### src/design/pcmx_pkg.sv
// Shared types and constants for the PCM channel mixer.
`default_nettype none

package pcmx_pkg;

   localparam int ADDR_W   = 16;
   localparam int LEN_W    = 17;
   localparam int VOL_W    = 7;
   localparam int STEP_W   = 16;
   localparam int LOOP_W   = 29;
   localparam int GAIN_SHIFT = 6;

   localparam logic [VOL_W-1:0] FULL_GAIN = 7'd64;

   typedef enum logic [1:0] {
      OP_LOAD  = 2'd0,
      OP_START = 2'd1,
      OP_TICK  = 2'd2,
      OP_NONE  = 2'd3
   } opcode_type;

   localparam logic KIND_MIX    = 1'b0;
   localparam logic KIND_STATUS = 1'b1;

   typedef enum logic [1:0] {
      ST_IDLE,
      ST_TICK,
      ST_PUSH
   } state_type;

   typedef struct packed {
      logic load_wr;
      logic start_claim;
      logic tick_begin;
      logic tick_run;
      logic push;
   } dp_cmd_type;

   typedef struct packed {
      logic run_last;
      logic out_free;
   } dp_status_type;

endpackage

`default_nettype wire

### src/design/pcmx_ctrl.sv
// Controller state machine of the PCM channel mixer.
`default_nettype none

module pcmx_ctrl (
   input  wire logic                    clock,
   input  wire logic                    reset,
   input  wire logic                    req_valid,
   output logic                         req_ready,
   input  wire logic [1:0]              req_opcode,
   input  wire pcmx_pkg::dp_status_type status,
   output pcmx_pkg::dp_cmd_type         cmd
);
   import pcmx_pkg::*;

   state_type state_ff;
   state_type state_in;
   logic      accept;

   assign req_ready = (state_ff == ST_IDLE);
   assign accept    = req_valid && req_ready;

   always_ff @(posedge clock) begin
      if (reset) begin
         state_ff <= ST_IDLE;
      end else begin
         state_ff <= state_in;
      end
   end

   always_comb begin
      state_in = state_ff;
      case (state_ff)
         ST_IDLE: begin
            if (accept) begin
               case (req_opcode)
                  OP_START: state_in = ST_PUSH;
                  OP_TICK:  state_in = ST_TICK;
                  default:  state_in = ST_IDLE;
               endcase
            end
         end
         ST_TICK: begin
            if (status.run_last) state_in = ST_PUSH;
         end
         ST_PUSH: begin
            if (status.out_free) state_in = ST_IDLE;
         end
         default: state_in = ST_IDLE;
      endcase
   end

   always_comb begin
      cmd = '0;
      case (state_ff)
         ST_IDLE: begin
            cmd.load_wr     = accept && (req_opcode == OP_LOAD);
            cmd.start_claim = accept && (req_opcode == OP_START);
            cmd.tick_begin  = accept && (req_opcode == OP_TICK);
         end
         ST_TICK: cmd.tick_run = 1'b1;
         ST_PUSH: cmd.push     = status.out_free;
         default: cmd = '0;
      endcase
   end

endmodule

`default_nettype wire

### config.mk
export PLATFORM = sky130hd
export DESIGN_NAME = pcmx_ctrl
export DESIGN_NICKNAME = d
export VERILOG_FILES = /design/src/design/pcmx_pkg.sv /design/src/design/pcmx_ctrl.sv
export SDC_FILE = /design/constraint.sdc
export NUM_CORES = 1
export LEC_CHECK = 0
export ABC_AREA = 0
export BUFFER_PORTS_ARGS = -buffer_cell sky130_fd_sc_hd__buf_2
export CAP_MARGIN = 20
export CORE_AREA = 4 4 41 43
export DETAILED_ROUTE_END_ITERATION = 10
export DIE_AREA = 0 0 45 47
export SLEW_MARGIN = 20
export SYNTH_ARGS = -nofsm -noshare
export SYNTH_HDL_FRONTEND = slang
export SYNTH_SLANG_ARGS = --single-unit
### constraint.sdc
create_clock -name clock -period 1.25 [get_ports clock]
set_clock_uncertainty 0.1 [all_clocks]
set_input_delay 0.1875 -clock clock [delete_from_list [all_inputs] [get_ports clock]]
set_output_delay 0.1875 -clock clock [all_outputs]
set_load 0.02 [all_outputs]
==> flow_metrics.py, run 1 <==
metrics = {
    "sta": {
        "hold_ws_ps": 39.5,
        "finalSetupViolCount": 5,
        "relSlewSlack_pct": 80.0,
        "slew_viol_final": 0,
        "tns_ps": -272,
        "period_share_pct": 108,
        "maxClockFrequency_ghz": 0.743,
        "hold_viol": 0,
        "fin_crit_ps": 1350,
        "fin_ws_ps": -96.8,
        "grt_setup_unrepaired": "true",
        "worst_pin_slew_ps": 299,
    },
    "synthesis": {
        "avgSynthCellArea_um2": 8.46,
        "yosysSeqAreaShare_pct": 27.8,
        "synth_adder_area_share_pct": 0,
        "synth_area_leader_cell": "dfxtp_1",
        "yosys.area_share.simple_pct": 45.2,
        "yosys_warnings": 0,
        "synth.distinct_cells": 14,
        "synth_top_cell_area_share_pct": 27.8,
        "muxShareOfSynthArea_pct": 0,
        "synth_compound_area_share_pct": 24.3,
        "synth_nets": 24,
        "syn_inst": 17,
        "ys_seq_elements": 2,
        "synthesis.area_um2": 144,
        "synth.area.top_cells": "dfxtp_1, a2111oi_2, nand2b_1, nor2b_1, and3b_1",
        "synth-xor-area-share_pct": 0,
        "synth_top_family_by_area": "simple AND/OR/NAND/NOR gates",
    },
    "route": {
        "detail-route-antenna-nets": 0,
        "viasPerCell": 3.79,
        "route.detailed.drc": 0,
        "wirelength_um": 484,
        "wl_per_cell_um": 9.31,
        "drt_iter0_drc": 0,
        "vias": 197,
        "dr.pass1.iters": 1,
    },
    "floorplan": {
        "coreArea_um2": 1300,
        "placementRows": 13,
        "die_y_um": 47,
        "io_pins": 13,
        "chipWidth_um": 45,
        "initial_utilization_pct": 11.1,
        "die_area_um2": 2120,
    },
    "cells_and_area": {
        "largest_registers": "state_ff: 2 flops",
        "ff_latch_area_um2": 42.5,
        "drive_gt1_share_pct": 75.7,
        "largest_reg_flops": 2,
        "fin_util_pct": 26.9,
        "regMostFlops": "state_ff",
        "nFillCells": 153,
        "fin_area_um2": 350,
        "area_growth_pct": 143,
        "multi_input_area_um2": 131,
        "num-nets-final": 46,
        "final_cell_mix": "buf_2, buf_4, buf_6",
        "diodes": 0,
    },
    "clock_network": {
        "cts_max_path_buffers": 2,
        "cts_root_buffer": "clkbuf_4",
        "cts_sinks": 2,
        "cts_buffers": 3,
        "cts_tree": "yes",
        "clock_latency_ps": 220,
        "cts.clk_slew.worst_paths_ps": 30,
        "cts.htree.levels": 1,
    },
    "power_and_ir_drop": {
        "sequentialPowerShare_pct": 23.2,
        "switchingPower_w": 0.0000847,
        "p_clk_share_pct": 46.0,
        "swShare_pct": 27.3,
        "intPower_w": 0.000225,
        "p_leak_nw": 0.162,
        "ir_worst_vdd_uv": 247,
        "combPwrFrac_pct": 30.8,
        "power_per_cell_area_nw_per_um2": 885,
    },
    "run": {
        "drv_cap": 0,
    },
    "hold_path": {
        "min-delay-start": "reset",
        "min_path_type": "in -> reg",
    },
    "critical_path": {
        "setup.worst_path.start": "state_ff[1]$_SDFFE_PP0P_",
        "critPathRequiredTime_ps": 960,
        "worstPathMaxFanout": 3,
        "cp_cell_sequence": "nor2_4 > nand2_2 > nor3b_4 > buf_6",
        "criticalPathCategory": "reg -> out",
        "reg2reg_from": "state_ff[0]$_SDFFE_PP0P_",
        "cpMaxStageDelayCell": "dfxtp_2",
        "cpPeakStageDelay_ps": 320,
        "startpoint_type": "flip-flop",
        "crit_path_end_kind": "output pin",
        "critPathArrivalTime_ps": 1060,
    },
    "outcome": {
        "run_status": "finished with violations",
        "violations": "setup timing",
    },
    "place": {
        "place_ws_ps": 34.2,
        "place.gp.congestion": 0.715,
        "numPortBuffers": 12,
        "dpl_cell_area_um2": 267,
        "dpl.hpwl_um": 413,
    },
    "global_route": {
        "grt_pass1_wl_um": 772,
        "grt-ovfl-total": 0,
        "grt_max_degree": 5,
        "grt_usage_pct": 5.92,
        "antenna_found_initial": 0,
        "grt_pass1_vias": 189,
    },
}
critical path: cells and delay by family, from the launching register on:
| family | cells | cell delay [ps] |
|---|---|---|
| AND/OR/NAND/NOR | 3 | 380 |
| flip-flops | 1 | 320 |
| buffers and inverters | 1 | 140 |
metrics by stage:
| step | power (W) | instances |
|---|---|---|
| floorplan | 0.000112 | 17 |
| global placement | 0.000147 | 47 |
| detailed placement | 0.000149 | 47 |
| CTS | 0.000321 | 52 |
| global route | 0.000342 | 52 |
| finish | 0.000310 | 52 |
path summary, 6_finish.rpt:
| kind | end | slack (ps) | depth (start not counted) |
|---|---|---|---|
| worst max-delay path | cmd[3] | -100 | 4 |
| worst min-delay path | state_ff[0]$_SDFFE_PP0P_ | 40 | 2 |
| worst max register to register | state_ff[1]$_SDFFE_PP0P_ | 100 | 4 |
| worst min register to register | state_ff[1]$_SDFFE_PP0P_ | 500 | 2 |
area by class of cell:
| cell class | count | share of cell area [%] |
|---|---|---|
| clock buffers | 3 | 6.43 |
| inverters | 1 | 1.07 |
| well taps | 15 | 5.36 |
| repair buffers | 17 | 37.5 |
| multi-input cells | 14 | 37.5 |
| flip-flops and latches | 2 | 12.1 |
synthesized netlist by cell type:
library cell,count
a21oi_1,1
a2111oi_2,1
nand2_1,1
nor2b_1,2
nand2b_1,2
dfxtp_1,2
nor3b_1,1
inv_1,1
nor2_2,1
a211oi_1,1
nor3_1,1
o21a_1,1
and3b_1,1
nand4b_1,1
per-layer routing:
layer  vias up  share of wire [%]  track usage (%)
met5         -                  0                0
met4         0                  0             7.02
met3         0                9.3             4.60
met2         7                 51             7.34
met1        88                 39             5.67
li1        102                  -                -
logic make-up after synthesis:
family | Yosys count
DFF | 2
AOI/OAI and AO/OA | 4
buffers and inverters | 1
and+or+nand+nor | 10
power groups by stage:
stage / clock (W) / sequential (W) / combinational [W]
after floorplan: 0 / 0.0000729 / 0.0000395
after global placement: 0 / 0.0000721 / 0.0000753
after detailed placement: 0 / 0.0000721 / 0.0000767
after CTS: 0.000153 / 0.0000722 / 0.0000956
after global routing: 0.000166 / 0.0000725 / 0.000103
final: 0.000143 / 0.0000721 / 0.0000954
timing repair:
action | 4_1_cts | 5_1_grt
hold endpoints to repair | 0 | 0
buffers inserted | 2 | 0
hold buffers | 0 | 0
pin swaps | 3 | 1
setup endpoints to repair | 6 | 6
resized for setup | 15 | 1
No activity file was read; power rests on OpenSTA's default activity.
==> run 2: changes to the inputs <==
--- a/config.mk
+++ b/config.mk
@@ -11,6 +11,7 @@
 export CORE_AREA = 4 4 41 43
 export DETAILED_ROUTE_END_ITERATION = 10
 export DIE_AREA = 0 0 45 47
+export PLACE_DENSITY = 0.3
 export SLEW_MARGIN = 20
 export SYNTH_ARGS = -nofsm -noshare
 export SYNTH_HDL_FRONTEND = slang
==> run 2 against run 1 <==
Against the previous run: first-iteration DRC count up 1; combinational power about the same; the flow still finishes with violations (setup timing); critical path type unchanged; total power up 0.36%; critical path depth unchanged; via count up 1.5%; worst hold slack worse by 6.4 ps; setup slack worse by 34 ps; sequential cell count unchanged; sequential share of layout area about the same; count of clock-buffer cells in the layout unchanged; utilization up 0.096 points.
==> flow_metrics.py, run 2 (same netlist as run 1, synthesis figures left out) <==
metrics = {
    "outcome": {
        "run_status": "finished with violations",
        "violations": "setup timing",
    },
    "floorplan": {
        "coreArea_um2": 1300,
        "placementRows": 13,
        "chipWidth_um": 45,
        "die_area_um2": 2120,
        "io_pins": 13,
        "initial_utilization_pct": 11.1,
        "die_y_um": 47,
    },
    "critical_path": {
        "critPathRequiredTime_ps": 960,
        "r2r-end": "state_ff[1]$_SDFFE_PP0P_",
        "regToRegSetupSlack_ps": 90,
        "setup.worst_path.start": "state_ff[1]$_SDFFE_PP0P_",
        "cp_cell_sequence": "nor2_4 > nand2_2 > nor3b_4 > buf_6",
        "worstPathMaxFanout": 4,
        "startpoint_type": "flip-flop",
        "crit_buf_inv": 1,
        "critPathArrivalTime_ps": 1090,
        "rr_worst_depth": 3,
        "cpPeakStageDelay_ps": 320,
        "cpLargestDelayFamily": "simple AND/OR/NAND/NOR gates",
        "reg2reg_from": "state_ff[0]$_SDFFE_PP0P_",
        "cpMaxStageDelayCell": "dfxtp_2",
        "crit_path_end_kind": "output pin",
        "criticalPathCategory": "reg -> out",
    },
    "cells_and_area": {
        "diodes": 0,
        "largest_reg_flops": 2,
        "drive_gt1_share_pct": 76.3,
        "area_growth_pct": 144,
        "num-nets-final": 47,
        "largest_registers": "state_ff: 2 flops",
        "regMostFlops": "state_ff",
        "layout.cells.non_filler": 53,
        "final_cell_mix": "buf_2, buf_4, buf_6",
    },
    "sta": {
        "hold_viol": 0,
        "maxClockFrequency_ghz": 0.724,
        "period_share_pct": 110,
        "tns_ps": -297,
        "hold_ws_ps": 33.1,
        "fin_ws_ps": -131,
        "relSlewSlack_pct": 81.5,
        "worst_pin_slew_ps": 276,
        "grt_setup_unrepaired": "true",
        "finalSetupViolCount": 4,
        "slew_viol_final": 0,
        "fin_crit_ps": 1380,
    },
    "global_route": {
        "grt-ovfl-total": 0,
        "antenna_found_initial": 0,
        "grt_pass1_wl_um": 772,
        "grt_max_degree": 5,
        "grt_usage_pct": 5.75,
        "grt_pass1_vias": 208,
    },
    "clock_network": {
        "cts.htree.levels": 1,
        "cts.clk_slew.worst_paths_ps": 30,
        "cts_max_path_buffers": 2,
        "cts_sinks": 2,
        "cts_root_buffer": "clkbuf_4",
        "cts_buffers": 3,
        "cts_tree": "yes",
        "cts_hold_buf": 0,
        "clock_latency_ps": 220,
    },
    "route": {
        "wirelength_um": 522,
        "wl_per_cell_um": 9.85,
        "vias": 200,
        "detail-route-antenna-nets": 0,
        "dr.pass1.iters": 2,
        "viasPerCell": 3.77,
        "route.detailed.drc": 0,
        "drt_iter0_drc": 1,
    },
    "power_and_ir_drop": {
        "p_leak_nw": 0.165,
        "power_per_cell_area_nw_per_um2": 885,
        "switchingPower_w": 0.0000866,
        "sequentialPowerShare_pct": 23.2,
        "ir_worst_vdd_uv": 251,
        "finalPower_w": 0.000311,
        "intPower_w": 0.000225,
        "p_clk_share_pct": 46.1,
        "swShare_pct": 27.8,
        "combPwrFrac_pct": 30.8,
    },
    "place": {
        "dpl.hpwl_um": 395,
        "place.gp.congestion": 0.722,
        "dp_cells": 47,
        "place_ws_ps": 8.82,
        "numPortBuffers": 12,
    },
    "hold_path": {
        "holdPathStages": 2,
        "min_to": "state_ff[0]$_SDFFE_PP0P_",
        "min-delay-start": "reset",
        "min_path_type": "in -> reg",
    },
    "run": {
        "drv_cap": 0,
    },
}
==> run 2: changes by cell type in the layout (fill, tap and decap cells not counted), sizes merged <==
cell  change
buf       +1
==> run 2: power by group through the flow <==
stage	Sequential [W]	Clock (W)	Combinational, W
2_1_floorplan	0.0000729	0	0.0000395
3_3_place_gp	0.0000721	0	0.0000760
3_5_place_dp	0.0000719	0	0.0000763
4_1_cts	0.0000720	0.000155	0.0000920
5_1_grt	0.0000724	0.000159	0.000102
6_report	0.0000721	0.000143	0.0000957
==> run 2: worst register-to-register path, cell delays in order (launching register included) <==
cell and delay [ps]:
dfxtp_2 330, buf_6 120, o21a_1 190, a2111oi_2 310
==> run 2: what timing repair did <==
| action | 4_1_cts | 5_1_grt |
|---|---|---|
| setup buffers | 2 | 1 |
| setup endpoints to repair | 5 | 5 |
| pin swaps | 3 | 0 |
| gates resized for setup | 14 | 0 |
==> run 2: metrics by stage <==
| step | instance area [um2] | util [%] |
|---|---|---|
| after floorplan | 165 | - |
| after global placement | 267 | 20.5 |
| after detailed placement | 267 | 20.5 |
| after CTS | 344 | 26.4 |
| after global routing | 352 | 27.0 |
| final | 352 | 27.0 |
==> run 2: worst max path at each step <==
stage	to	slack, ps	cells past startpoint
after floorplan	cmd[4]	-40	3
after global placement	cmd[3]	30	4
after detailed placement	cmd[3]	9	4
after CTS	cmd[3]	-150	4
after global routing	cmd[3]	-170	4
final	cmd[3]	-130	4
==> run 2: layout make-up <==
cell class              instances  area (um2)
multi-input cells              14         131
clock buffers                   3        22.5
well taps                      15        18.8
fillers                       147         950
flip-flops and latches          2        42.5
inverters                       1        3.75
repair buffers                 18         133
==> run 2: metal layers <==
metal / share of wire, % / wire length, um / track usage, %
met5: 0 / 0 / 0
met4: 2.9 / 15 / 8.77
met3: 11 / 60 / 1.15
met2: 43 / 222 / 8.76
met1: 43 / 224 / 5.42
==> run 3: changes to the inputs <==
--- a/config.mk
+++ b/config.mk
@@ -6,7 +6,7 @@
 export NUM_CORES = 1
 export LEC_CHECK = 0
 export ABC_AREA = 0
-export BUFFER_PORTS_ARGS = -buffer_cell sky130_fd_sc_hd__buf_2
+export BUFFER_PORTS_ARGS = -buffer_cell sky130_fd_sc_hd__clkbuf_2
 export CAP_MARGIN = 20
 export CORE_AREA = 4 4 41 43
 export DETAILED_ROUTE_END_ITERATION = 10
==> run 3 against run 2 <==
Against the previous run: the flow still finishes with violations (setup timing); fmax decreased by 0.36%; final cell count increased by 7.5%; register-to-register slack got worse by 40 ps; via count increased by 14%; largest cell class unchanged.
==> flow_metrics.py, run 3 (same netlist as run 1, synthesis figures left out) <==
metrics = {
    "outcome": {
        "run_status": "finished with violations",
        "violations": "setup timing",
    },
    "sta": {
        "grt_setup_unrepaired": "true",
        "maxClockFrequency_ghz": 0.722,
        "fin_ws_ps": -136,
        "hold_viol": 0,
        "hold_ws_ps": 70.3,
        "relSlewSlack_pct": 83.0,
        "fin_crit_ps": 1390,
        "finalSetupViolCount": 5,
        "worst_pin_slew_ps": 254,
        "slew_viol_final": 0,
        "tns_ps": -457,
        "period_share_pct": 111,
    },
    "global_route": {
        "antenna_found_initial": 0,
        "grt_pass1_vias": 230,
        "grt_max_degree": 5,
        "grt_usage_pct": 6.55,
        "grt_pass1_wl_um": 917,
        "grt-ovfl-total": 0,
    },
    "cells_and_area": {
        "layout.cells.non_filler": 57,
        "area_growth_pct": 207,
        "fin_util_pct": 33.9,
        "largest_reg_flops": 2,
        "final_common_cell": "buf_4",
        "largest_registers": "state_ff: 2 flops",
        "final_cell_mix": "buf_4, clkbuf_2, buf_6",
        "regMostFlops": "state_ff",
        "drive_gt1_share_pct": 85.7,
        "num-nets-final": 51,
        "diodes": 0,
    },
    "place": {
        "place_ws_ps": 40.0,
        "numPortBuffers": 12,
        "place.gp.congestion": 0.704,
        "dp_cells": 47,
    },
    "route": {
        "vias": 228,
        "drt_iter0_drc": 0,
        "dr.pass1.iters": 1,
        "wirelength_um": 629,
        "viasPerCell": 4.00,
        "route.detailed.drc": 0,
        "detail-route-antenna-nets": 0,
        "wl_per_cell_um": 11.0,
    },
    "clock_network": {
        "cts_sinks": 2,
        "cts.clk_slew.worst_paths_ps": 30,
        "cts_buffers": 3,
        "clock_latency_ps": 220,
        "cts_max_path_buffers": 2,
        "cts.htree.levels": 1,
        "cts_root_buffer": "clkbuf_4",
        "cts_tree": "yes",
    },
    "critical_path": {
        "worstPathMaxFanout": 3,
        "cp-endpoint": "cmd[3]",
        "setup.worst_path.start": "state_ff[1]$_SDFFE_PP0P_",
        "reg2reg_from": "state_ff[0]$_SDFFE_PP0P_",
        "criticalPathCategory": "reg -> out",
        "cpMaxStageDelayCell": "dfxtp_2",
        "crit_path_end_kind": "output pin",
        "startpoint_type": "flip-flop",
        "cp_cell_sequence": "nor2_4 > nand2_2 > nor3b_4 > clkbuf_8",
        "critPathArrivalTime_ps": 1100,
        "critPathRequiredTime_ps": 960,
        "r2r-end": "state_ff[1]$_SDFFE_PP0P_",
        "cpPeakStageDelay_ps": 320,
        "regToRegSetupSlack_ps": 50,
        "rr_worst_depth": 5,
    },
    "floorplan": {
        "initial_utilization_pct": 11.1,
        "chipWidth_um": 45,
        "die_area_um2": 2120,
        "die_y_um": 47,
        "placementRows": 13,
        "io_pins": 13,
        "coreArea_um2": 1300,
    },
    "power_and_ir_drop": {
        "p_leak_nw": 0.202,
        "power_per_cell_area_nw_per_um2": 784,
        "ir_worst_vdd_uv": 254,
    },
    "hold_path": {
        "min_path_type": "in -> reg",
    },
    "run": {
        "drv_cap": 0,
    },
}
run 3: changes by cell type in the layout (fill, tap and decap cells not counted), sizes merged:
cell	delta
clkbuf	+9
buf	-5
run 3: power breakdown:
part	switching (W)	total (W)	internal, W
sequential	0.00000343	0.0000717	0.0000683
clock	0.0000369	0.000143	0.000106
combinational	0.0000572	0.000132	0.0000743
total	0.0000976	0.000346	0.000249
run 3: cell type report:
| type | count | area, um2 |
|---|---|---|
| Fill cell | 135 | 860 |
| Timing Repair Buffer | 22 | 199 |
| Multi-Input combinational cell | 14 | 155 |
| Sequential cell | 2 | 42.5 |
| Clock buffer | 3 | 22.5 |
| Tap cell | 15 | 18.8 |
| Inverter | 1 | 3.75 |
run 3: worst min path at each step:
stage,startpoint,endpoint,depth (start not counted)
3_3_place_gp,reset,state_ff[0]$_SDFFE_PP0P_,2
3_5_place_dp,reset,state_ff[0]$_SDFFE_PP0P_,2
2_1_floorplan,reset,state_ff[1]$_SDFFE_PP0P_,1
6_report,reset,state_ff[0]$_SDFFE_PP0P_,2
5_1_grt,reset,state_ff[0]$_SDFFE_PP0P_,2
4_1_cts,reset,state_ff[0]$_SDFFE_PP0P_,2
run 3: metal layers:
| layer | up-vias | global-route usage [%] | wire length [um] |
|---|---|---|---|
| li1 | 114 | - | - |
| met1 | 100 | 6.11 | 246 |
| met2 | 12 | 11.3 | 306 |
| met3 | 2 | 1.53 | 59 |
| met4 | 0 | 7.02 | 17 |
| met5 | - | 0 | 0 |
run 3: repair_timing:
| action | 4_1_cts | 5_1_grt |
|---|---|---|
| resized for setup | 17 | 10 |
| setup buffers | 7 | 2 |
| hold buffers | 0 | 0 |
| pin swaps | 4 | 3 |
| setup endpoints to repair | 6 | 8 |
run 3: worst max-delay path, delay by kind of cell (launching register included):
family	cells	cell delay, ps
buf+inv	1	170
flops	1	320
simple gates	3	390
run 3: metrics by stage:
| step | power (W) | area, um2 |
|---|---|---|
| floorplan | 0.000112 | 165 |
| global placement | 0.000149 | 267 |
| detailed placement | 0.000150 | 267 |
| CTS | 0.000337 | 404 |
| global route | 0.000371 | 442 |
| finish | 0.000346 | 442 |
